## config.mk

```make
export PLATFORM = sky130hd
export DESIGN_NAME = sprite_motion_tick
export DESIGN_NICKNAME = d
export VERILOG_FILES = /design/src/rtl/smt_pkg.sv /design/src/rtl/smt_front.sv /design/src/rtl/smt_queue.sv /design/src/rtl/smt_back.sv /design/src/rtl/sprite_motion_tick.sv
export SDC_FILE = /design/constraint.sdc
export NUM_CORES = 1
export LEC_CHECK = 0
export BUFFER_PORTS_ARGS = -buffer_cell sky130_fd_sc_hd__buf_4
export CORE_MARGIN = 1.5
export CORE_UTILIZATION = 64
export CTS_CLUSTER_DIAMETER = 50
export DETAILED_ROUTE_END_ITERATION = 6
export GPL_TIMING_DRIVEN = 0
export PLACE_DENSITY = 0.82
export REMOVE_ABC_BUFFERS = 1
export SYNTH_ARGS = -nofsm -noshare
export SYNTH_HDL_FRONTEND = slang
export SYNTH_SLANG_ARGS = --single-unit
export TNS_END_PERCENT = 100
```

## constraint.sdc

```tcl
create_clock -name aclk -period 12.1 [get_ports aclk]
set_input_delay 2.42 -clock aclk [delete_from_list [all_inputs] [get_ports aclk]]
set_output_delay 2.42 -clock aclk [all_outputs]
set_load 0.02 [all_outputs]
```

## src/rtl/smt_pkg.sv

```systemverilog
package smt_pkg;

    localparam int BYTE_W      = 8;
    localparam int TYPE_W      = 3;
    localparam int TICK_W      = 31;
    localparam int ID_W        = 16;
    // rate (8 signed) times tick (31 unsigned) needs 39 signed bits
    localparam int PROD_W      = BYTE_W + TICK_W;
    localparam int IN_TDATA_W  = 96;
    localparam int OUT_TDATA_W = 16;
    localparam int QUEUE_DEPTH = 4;
    localparam int QUEUE_AW    = $clog2(QUEUE_DEPTH);
    localparam int ROM_DEPTH   = 256;

    // triangle wave constants
    localparam int TRI_PEAK    = 127;
    localparam int TRI_RAMP    = 252;
    localparam int QUARTER     = 64;

    // per-type sine index constants
    localparam logic [BYTE_W-1:0] RIGID_X_MUL    = 8'd17;
    localparam logic [BYTE_W-1:0] RIGID_Y_MUL    = 8'd23;
    localparam logic [BYTE_W-1:0] COS_SHIFT      = 8'd64;
    localparam logic [BYTE_W-1:0] PART_TICK_MUL  = 8'd31;
    localparam logic [BYTE_W-1:0] PART_ID_MUL    = 8'd97;

    typedef enum logic [TYPE_W-1:0] {
        MOT_STATIC   = 3'd0,
        MOT_FLOW     = 3'd1,
        MOT_RIGID    = 3'd2,
        MOT_ORGANIC  = 3'd3,
        MOT_PARTICLE = 3'd4
    } motion_t;

    // one classified item waiting for the back end
    typedef struct packed {
        motion_t                   kind;
        logic [BYTE_W-1:0]         amp;
        logic [BYTE_W-1:0]         anchor_x;
        logic [BYTE_W-1:0]         anchor_y;
        logic [BYTE_W-1:0]         idx_x;
        logic [BYTE_W-1:0]         idx_y;
        logic signed [PROD_W-1:0]  drift_prod;
    } smt_entry_t;

    // queue status toward the front and back ends
    typedef struct packed {
        logic full;
        logic valid;
    } smt_qstat_t;

    typedef logic [ROM_DEPTH-1:0][BYTE_W-1:0] tri_rom_t;

    // triangle sine, values -127..127
    function automatic tri_rom_t build_tri_rom();
        tri_rom_t r;
        int q;
        int p;
        int mag;
        int v;
        for (int i = 0; i < ROM_DEPTH; i++) begin
            q   = i / QUARTER;
            p   = (i % QUARTER) * 4;
            mag = (q == 0 || q == 2) ? p : (TRI_RAMP - p);
            v   = (mag * TRI_PEAK) / TRI_RAMP;
            r[i] = BYTE_W'((q >= 2) ? -v : v);
        end
        return r;
    endfunction

    localparam tri_rom_t TRI_ROM = build_tri_rom();

endpackage

```

## src/rtl/smt_front.sv

```systemverilog
module smt_front (
    input  logic                          s_tvalid,
    output logic                          s_tready,
    // rate, freq, amp, phase, anchor_x, anchor_y, tick_count, object_id
    input  logic [smt_pkg::IN_TDATA_W-1:0] s_tdata,
    // motion_type
    input  logic [smt_pkg::TYPE_W-1:0]     s_tuser,
    input  smt_pkg::smt_qstat_t            qstat,
    output logic                          push,
    output smt_pkg::smt_entry_t            push_entry
);
    import smt_pkg::*;

    logic signed [BYTE_W-1:0] rate;
    logic [BYTE_W-1:0]        freq;
    logic [BYTE_W-1:0]        phase;
    logic [TICK_W-1:0]        tick;
    logic [ID_W-1:0]          obj_id;
    logic [BYTE_W-1:0]        tick8;
    logic [BYTE_W-1:0]        tf8;
    logic [BYTE_W-1:0]        org8;
    logic [BYTE_W-1:0]        part8;

    // unpack fields
    assign rate   = $signed(s_tdata[7:0]);
    assign freq   = s_tdata[15:8];
    assign phase  = s_tdata[31:24];
    assign tick   = s_tdata[78:48];
    assign obj_id = s_tdata[94:79];

    assign s_tready = !qstat.full;
    assign push     = s_tvalid && s_tready;

    // only the low byte of each phase product matters
    assign tick8 = tick[BYTE_W-1:0];
    assign tf8   = BYTE_W'(tick8 * freq);
    assign org8  = tf8 + phase;
    assign part8 = BYTE_W'(tick8 * PART_TICK_MUL) + BYTE_W'(obj_id[BYTE_W-1:0] * PART_ID_MUL);

    // classify type, pick sine indices, exact drift / fall product
    always_comb begin
        push_entry.kind       = MOT_STATIC;
        push_entry.amp        = s_tdata[23:16];
        push_entry.anchor_x   = s_tdata[39:32];
        push_entry.anchor_y   = s_tdata[47:40];
        push_entry.idx_x      = '0;
        push_entry.idx_y      = '0;
        push_entry.drift_prod = PROD_W'(rate) * PROD_W'($signed({1'b0, tick}));
        unique case (s_tuser)
            MOT_FLOW: begin
                push_entry.kind  = MOT_FLOW;
                push_entry.idx_y = tf8;
            end
            MOT_RIGID: begin
                push_entry.kind  = MOT_RIGID;
                push_entry.idx_x = BYTE_W'(tick8 * RIGID_X_MUL);
                push_entry.idx_y = BYTE_W'(tick8 * RIGID_Y_MUL) + COS_SHIFT;
            end
            MOT_ORGANIC: begin
                push_entry.kind  = MOT_ORGANIC;
                push_entry.idx_x = org8;
                push_entry.idx_y = org8 + COS_SHIFT;
            end
            MOT_PARTICLE: begin
                push_entry.kind  = MOT_PARTICLE;
                push_entry.idx_x = part8;
            end
            default: begin
                push_entry.kind  = MOT_STATIC;
            end
        endcase
    end

endmodule

```

## src/rtl/smt_queue.sv

```systemverilog
module smt_queue (
    input  logic                aclk,
    input  logic                aresetn,
    input  logic                push,
    input  smt_pkg::smt_entry_t push_entry,
    input  logic                pop,
    output smt_pkg::smt_entry_t pop_entry,
    output smt_pkg::smt_qstat_t qstat
);
    import smt_pkg::*;

    smt_entry_t            mem_reg [QUEUE_DEPTH];
    logic [QUEUE_AW-1:0]   wr_ptr_reg, wr_ptr_next;
    logic [QUEUE_AW-1:0]   rd_ptr_reg, rd_ptr_next;
    logic [QUEUE_AW:0]     count_reg,  count_next;
    logic                  do_push;
    logic                  do_pop;

    assign qstat.full  = (count_reg == (QUEUE_AW+1)'(QUEUE_DEPTH));
    assign qstat.valid = (count_reg != '0);
    assign do_push     = push && !qstat.full;
    assign do_pop      = pop && qstat.valid;
    assign pop_entry   = mem_reg[rd_ptr_reg];

    // pointer and fill count update
    always_comb begin
        wr_ptr_next = do_push ? wr_ptr_reg + 1'b1 : wr_ptr_reg;
        rd_ptr_next = do_pop  ? rd_ptr_reg + 1'b1 : rd_ptr_reg;
        count_next  = count_reg;
        if (do_push && !do_pop) begin
            count_next = count_reg + 1'b1;
        end else if (do_pop && !do_push) begin
            count_next = count_reg - 1'b1;
        end
    end

    always_ff @(posedge aclk) begin
        if (!aresetn) begin
            wr_ptr_reg <= '0;
            rd_ptr_reg <= '0;
            count_reg  <= '0;
        end else begin
            wr_ptr_reg <= wr_ptr_next;
            rd_ptr_reg <= rd_ptr_next;
            count_reg  <= count_next;
        end
    end

    // storage
    always_ff @(posedge aclk) begin
        if (do_push) begin
            mem_reg[wr_ptr_reg] <= push_entry;
        end
    end

endmodule

```

## src/rtl/smt_back.sv

```systemverilog
module smt_back (
    input  logic                           aclk,
    input  logic                           aresetn,
    input  smt_pkg::smt_qstat_t             qstat,
    input  smt_pkg::smt_entry_t             pop_entry,
    output logic                           pop,
    output logic                           m_tvalid,
    input  logic                           m_tready,
    // pos_x, pos_y
    output logic [smt_pkg::OUT_TDATA_W-1:0] m_tdata
);
    import smt_pkg::*;

    localparam int OFF_W  = 10;   // (sine * amp) >>> 7
    localparam int SUM_W  = 11;
    localparam int FALL_W = PROD_W - 4;
    localparam int FSUM_W = FALL_W + 1;

    logic                     out_valid_reg, out_valid_next;
    logic [BYTE_W-1:0]        pos_x_reg, pos_x_next;
    logic [BYTE_W-1:0]        pos_y_reg, pos_y_next;

    logic signed [BYTE_W-1:0] sin_x, sin_y;
    logic signed [16:0]       scl_x, scl_y;
    logic signed [OFF_W-1:0]  off_x, off_y;
    logic signed [SUM_W-1:0]  sum_x, sum_y;
    logic [BYTE_W-1:0]        drift8;
    logic signed [FALL_W-1:0] fall;
    logic signed [FSUM_W-1:0] fall_sum;
    logic [BYTE_W-1:0]        clamp_x, clamp_y, clamp_fall;

    assign pop = qstat.valid && (!out_valid_reg || m_tready);

    // sine lookup and amplitude scaling
    assign sin_x = $signed(TRI_ROM[pop_entry.idx_x]);
    assign sin_y = $signed(TRI_ROM[pop_entry.idx_y]);
    assign scl_x = sin_x * $signed({1'b0, pop_entry.amp});
    assign scl_y = sin_y * $signed({1'b0, pop_entry.amp});
    assign off_x = scl_x[16:7];
    assign off_y = scl_y[16:7];
    assign sum_x = $signed({3'b000, pop_entry.anchor_x}) + SUM_W'(off_x);
    assign sum_y = $signed({3'b000, pop_entry.anchor_y}) + SUM_W'(off_y);

    // truncating divide by 32, only the low byte survives the wrap
    assign drift8 = pop_entry.drift_prod[12:5]
                  + BYTE_W'(pop_entry.drift_prod[PROD_W-1] && (pop_entry.drift_prod[4:0] != '0));

    // truncating divide by 16 for gravity
    assign fall = pop_entry.drift_prod[PROD_W-1:4]
                + FALL_W'(pop_entry.drift_prod[PROD_W-1] && (pop_entry.drift_prod[3:0] != '0));
    assign fall_sum = $signed({{(FSUM_W-BYTE_W){1'b0}}, pop_entry.anchor_y}) + FSUM_W'(fall);

    // saturate to 0..255
    always_comb begin
        clamp_x = sum_x[BYTE_W-1:0];
        if (sum_x < 0) begin
            clamp_x = '0;
        end else if (sum_x > SUM_W'(255)) begin
            clamp_x = '1;
        end
        clamp_y = sum_y[BYTE_W-1:0];
        if (sum_y < 0) begin
            clamp_y = '0;
        end else if (sum_y > SUM_W'(255)) begin
            clamp_y = '1;
        end
        clamp_fall = fall_sum[BYTE_W-1:0];
        if (fall_sum < 0) begin
            clamp_fall = '0;
        end else if (fall_sum > FSUM_W'(255)) begin
            clamp_fall = '1;
        end
    end

    // select result by motion type, load output register
    always_comb begin
        out_valid_next = out_valid_reg;
        pos_x_next     = pos_x_reg;
        pos_y_next     = pos_y_reg;
        if (m_tready) begin
            out_valid_next = 1'b0;
        end
        if (pop) begin
            out_valid_next = 1'b1;
            unique case (pop_entry.kind)
                MOT_FLOW: begin
                    pos_x_next = pop_entry.anchor_x + drift8;
                    pos_y_next = clamp_y;
                end
                MOT_RIGID, MOT_ORGANIC: begin
                    pos_x_next = clamp_x;
                    pos_y_next = clamp_y;
                end
                MOT_PARTICLE: begin
                    pos_x_next = clamp_x;
                    pos_y_next = clamp_fall;
                end
                default: begin
                    pos_x_next = pop_entry.anchor_x;
                    pos_y_next = pop_entry.anchor_y;
                end
            endcase
        end
    end

    always_ff @(posedge aclk) begin
        if (!aresetn) begin
            out_valid_reg <= 1'b0;
        end else begin
            out_valid_reg <= out_valid_next;
        end
    end

    always_ff @(posedge aclk) begin
        pos_x_reg <= pos_x_next;
        pos_y_reg <= pos_y_next;
    end

    assign m_tvalid = out_valid_reg;
    assign m_tdata  = {pos_y_reg, pos_x_reg};

endmodule

```

## src/rtl/sprite_motion_tick.sv

```systemverilog
// An accepted item is written into the queue, then popped and loaded into the registered output.
// One item per cycle unless stalled; the front end computes sine indices and the tick product,
// the back end does the sine lookup, scaling and clamping into a registered output.
// A four-entry queue between them absorbs output stalls; s_tready drops only when it is full.
// Reset: synchronous active-low aresetn empties the queue and clears m_tvalid.
module sprite_motion_tick (
    input  logic                           aclk,
    input  logic                           aresetn,
    input  logic                           s_tvalid,
    output logic                           s_tready,
    // rate, freq, amp, phase, anchor_x, anchor_y, tick_count, object_id, zero pad
    input  logic [smt_pkg::IN_TDATA_W-1:0]  s_tdata,
    // motion_type
    input  logic [smt_pkg::TYPE_W-1:0]      s_tuser,
    output logic                           m_tvalid,
    input  logic                           m_tready,
    // pos_x, pos_y
    output logic [smt_pkg::OUT_TDATA_W-1:0] m_tdata
);
    import smt_pkg::*;

    smt_qstat_t qstat;
    smt_entry_t push_entry;
    smt_entry_t pop_entry;
    logic       push;
    logic       pop;

    smt_front u_front (
        .s_tvalid   (s_tvalid),
        .s_tready   (s_tready),
        .s_tdata    (s_tdata),
        .s_tuser    (s_tuser),
        .qstat      (qstat),
        .push       (push),
        .push_entry (push_entry)
    );

    smt_queue u_queue (
        .aclk       (aclk),
        .aresetn    (aresetn),
        .push       (push),
        .push_entry (push_entry),
        .pop        (pop),
        .pop_entry  (pop_entry),
        .qstat      (qstat)
    );

    smt_back u_back (
        .aclk      (aclk),
        .aresetn   (aresetn),
        .qstat     (qstat),
        .pop_entry (pop_entry),
        .pop       (pop),
        .m_tvalid  (m_tvalid),
        .m_tready  (m_tready),
        .m_tdata   (m_tdata)
    );

endmodule

```

======== Yosys cells after proc, flatten, opt, wreduce, memory -nomap -nowiden ========
Memories as Yosys holds them, arrays and structs flattened. A register that Yosys moved wholly into a read port is not among the register bits.
Cells that the tools add are included.
cells by class
  reduce and logical (&&, ||, !) cells .... 20
  magnitude comparators ................... 8
  muxes and demuxes ....................... 21
  multipliers ............................. 8
  equal/unequal tests ..................... 9
  add/sub/neg operators ................... 14
operator list
  operator             number
  $mux 8               8
  $pmux 8 s3           2
  $mul 8x32->39        1
  $add 9x35->36        1
  $gt 36x9->1 const B  1
  $lt 36x1->1 const B  1
  $add 35x1->35        1
  $mul 8x9->17         2
  $pmux 8 s2           2
  $add 8x8->8          3
  $mul 8x5->8 const B  3
  $add 9x10->11        2
  $gt 11x9->1 const B  2
  $lt 11x1->1 const B  2
  $lt 8x9->1 const B   2
  $add 8x7->8 const B  2
  $eq 3x2->1 const B   4
  $pmux 3 s4           1
  $eq 3x3->1 const B   3
  $add 8x1->8          1
  $logic_and 1x1->1    8
  $mul 8x7->8 const B  1
  $mul 8x8->8          1
  $eq 3x1->1 const B   2
  13 further kinds     24
word-level totals
  bits in writable memories ............... 328
  flip-flop bits (word level) ............. 24
  bits of input ports ..................... 103
  output and inout bits ................... 18
  memories ................................ 3
  logic and storage cells ................. 89
  bits in read-only memories .............. 4096
memories
  memory            depth  width  read ports  clocked after Yosys merged registers in  wr ports  RTL line         RTL
  (name not given)  256    8      1           0                                        0         smt_back.sv:35   assign sin_x = $signed(TRI_ROM[pop_entry.idx_x]);
  (name not given)  256    8      1           0                                        0         smt_back.sv:36   assign sin_y = $signed(TRI_ROM[pop_entry.idx_y]);
  u_queue.mem_reg   4      82     1           1                                        1         smt_queue.sv:12  smt_entry_t mem_reg [QUEUE_DEPTH];

======== Logic depth before layout (Yosys ltp) ========
  depth in word-level cells ............... 8
  gate-level depth with buffers ........... 44
  mapped depth without buffers ............ 37

======== Hierarchy ========
A second synthesis with hierarchy kept.
unflattened totals
  cell total of the unflattened synthesis .. 2972
  area, all modules ....................... 32810.2 sq um
modules (own cells, without submodules)
  module     instances  seq. area each (sq um)  area an instance (sq um)  cells each
  smt_queue  1          10029.6                 12395.6                   476
  smt_front  1          0.0                     11448.5                   1346
  smt_back   1          500.5                   8966.1                    1150

======== Worst setup path before layout ========
OpenSTA, ideal clock, no wires.
  path kind ............................... reg2reg
  start ................................... register (tool-made name)
  end ..................................... register u_back.pos_y_reg[6], data pin
  arrival ................................. 9440 ps
  setup time .............................. 266 ps
  path slack .............................. 2394 ps
  required time ........................... 11834 ps
  path buffers ............................ 7
  stages on the path, launching flop included .. 42
  clock period less this slack ............ 9706 ps
  path through ............................ dfxtp_1 -> buf_4 -> buf_6 -> buf_6 -> buf_2 -> buf_1 -> clkbuf_1 -> clkbuf_1 -> mux4_2 -> inv_1 -> ha_1 -> nand2_1 -> o221ai_1 -> clkinv_1 -> nand2_1 -> o21ai_0 -> a211o_1 -> nand2b_1 -> [... 6 more ...] -> inv_1 -> ha_1 -> nor3_1 -> o21ai_0 -> a31o_2 -> and2_1 -> o21a_1 -> nor3_1 -> nor2_1 -> ha_1 -> nand2_1 -> o21ai_0 -> a21oi_1 -> maj3_1 -> o311ai_0 -> nor2_1 -> o21ai_0 -> or3b_1
RTL lines
  element                 RTL line         RTL
  end signal: assignment  smt_back.sv:116  pos_y_reg <= pos_y_next;
  end: declaration        smt_back.sv:21   logic [BYTE_W-1:0] pos_y_reg, pos_y_next;

==> flow_metrics.py <==
metrics = {
    "floorplan": {
        "start_util_pct": 65.03,
        "die_area_um2": 51190,
        "die_x_um": 226.3,
        "chipHeight_um": 226.3,
        "io_pins": 121,
        "coreArea_um2": 49050,
        "placementRows": 81,
    },
    "critical_path": {
        "arrival_ps": 11000,
        "max_stage_delay_ps": 680,
        "rrSetupSlack_ps": 1390,
        "cp-end-kind": "register",
        "cpMaxStageDelayCell": "dfxtp_4",
        "path_class": "register to register",
        "startpoint_type": "register",
        "cp_max_fo": 58,
        "cp.required_ps": 12390,
    },
    "cells_and_area": {
        "area_growth_pct": 8.794,
        "diodes": 0,
        "largest_register_ffs": 328,
        "final_common_cell": "inv_1",
        "drive_gt1_share_pct": 9.924,
        "layout_common_cells": "inv_1, edfxtp_1, fa_1",
        "fin_nets": 3657,
    },
    "synth": {
        "ys_async_sr_fraction_pct": 0,
        "yosys.area.top_type_share_pct": 32.38,
        "yosys_most_used_dff": "edfxtp_1",
        "seq_area_frac_synth_pct": 33.01,
        "yosys-top-cells-area": "edfxtp_1, fa_1, ha_1",
        "yosysTopAreaCell": "edfxtp_1",
        "ys_ff_latch": 354,
        "synth_edf_count": 344,
        "synthCells": 2902,
        "synthDistinctLibCells": 84,
        "synth_area_per_cell_um2": 10.99,
        "yosys_warnings": 0,
        "syn_area_um2": 31900,
    },
    "timing": {
        "rsz0062_at_grt": "no",
        "skew_ps": 20.67,
        "finalSetupTns_ps": 0,
        "worst_pin_slew_ps": 1352,
        "max_freq_mhz": 93.41,
        "final-hold-violation-count": 0,
        "period_needed_ps": 10710,
        "relSlewSlack_pct": 9.249,
        "slew_viol_final": 0,
        "setup_violations": 0,
        "period_share_pct": 88.47,
    },
    "cts": {
        "cts_resized": 0,
        "cts_num_sinks": 354,
        "postCtsSetupBuffers": 0,
        "cts_hold_buffers": 0,
        "clock_latency_ps": 550,
        "cts.path.max_buffers": 3,
        "cts.root.buffer_cell": "clkbuf_16",
        "cts_max_level": 2,
        "numCtsBuffers": 38,
        "clkSlewWorstSetupHoldPaths_ps": 60,
        "tritoncts": "yes",
    },
    "grt": {
        "grt_remaining_overflow": 0,
        "antenna_found_initial": 0,
        "first_global_vias": 22940,
        "grtUsageTotal_pct": 28.26,
        "grt_max_degree": 59,
        "grt_pass1_wl_um": 114400,
    },
    "run_status": {
        "outcome": "finished, violations left",
        "violations": "DRC",
    },
    "hold_path": {
        "hp-class": "register to register",
    },
    "placement": {
        "io_buffers": 111,
        "dpl.hpwl_um": 52020,
        "place.gp.congestion": 0.8939,
    },
    "job": {
        "maxCapViolCount": 0,
    },
    "drt": {
        "drcViolationCount": 2,
        "ant_nets": 0,
        "drt-vias-per-instance": 5.950,
        "wl_per_cell_um": 19.06,
        "drt-initial-drc-count": 1398,
        "drt-pass1-iter-count": 7,
        "vias": 21880,
        "wirelength_um": 70090,
    },
}
-- final cells by class --
type,count,area (µm²)
multi-input cells,2038,19430
clock buffers,44,973.4
inverters,433,1625
fillers,3423,14350
repair buffers,121,1052
flip-flops and latches,354,10540
well taps,664,830.8
clock inverters,23,257.7
-- through the flow --
stage | setup WS [ps] | instance area [µm²] | util, % | cells | hold WS, ps
6_report | 1395 | 34700 | 70.75 | 3677 | 509.4
5_1_grt | 648.0 | 34700 | 70.75 | 3677 | 550.8
4_1_cts | 1492 | 34700 | 70.74 | 3677 | 515.2
3_5_place_dp | 1482 | 33470 | 68.23 | 3610 | 505.9
3_3_place_gp | -2382 | 33200 | 67.69 | 3600 | 467.3
2_1_floorplan | 526.5 | 31540 | - | 2825 | 478.0
-- worst paths after layout --
kind / from / to / cells after the start
worst min register to register: u_back.m_tvalid / u_back.m_tvalid / 2
worst max-delay path: register / u_back.pos_y_reg[6] / 34
worst min-delay path: u_back.m_tvalid / u_back.m_tvalid / 2
worst max register to register: register / u_back.pos_y_reg[6] / 34
-- Yosys cell counts (all sizes together), types with 9 or more instances --
library cell	n
fa	288
a21oi	101
mux2	12
a21o	37
nand3	35
xnor2	114
xor2	42
o211ai	9
o21ai	81
o22ai	10
buf	19
and2	210
dfxtp	10
or2	10
a31oi	12
nand2	207
nor2	164
mux2i	20
ha	280
mux4	70
clkbuf	58
nand4	22
inv	432
o21a	19
nand2b	54
nor4	19
and3	19
edfxtp	344
nor2b	28
o21bai	16
a211oi	18
nor3	35
-- metal layers --
layer,routed length [µm],vias to the layer above,global-route usage (%)
li1,-,10060,-
met3,3721,115,3.123
met2,36110,652,51.09
met1,28780,11050,35.90
met4,1478,0,8.151
met5,0,-,0
-- critical path: cells and delay by family (launching register included) --
| kind | cells | cell delay, ps |
|---|---|---|
| compound gates | 10 | 2930 |
| mux | 1 | 460 |
| fa+ha+maj | 7 | 2970 |
| flops | 1 | 680 |
| simple gates | 11 | 2310 |
| buf+inv | 5 | 1020 |
-- cell families after synthesis --
logic type	synth area share [%]
fa+ha+maj	29.09
mux	5.993
xor+xnor	4.307
compound gates	7.696
simple gates	13.68
buf+inv	6.225
flops	33.01
Power is left out: the tool's default activity adds up to more than one toggle a clock period on the data nets, which glitch-free logic cannot reach.
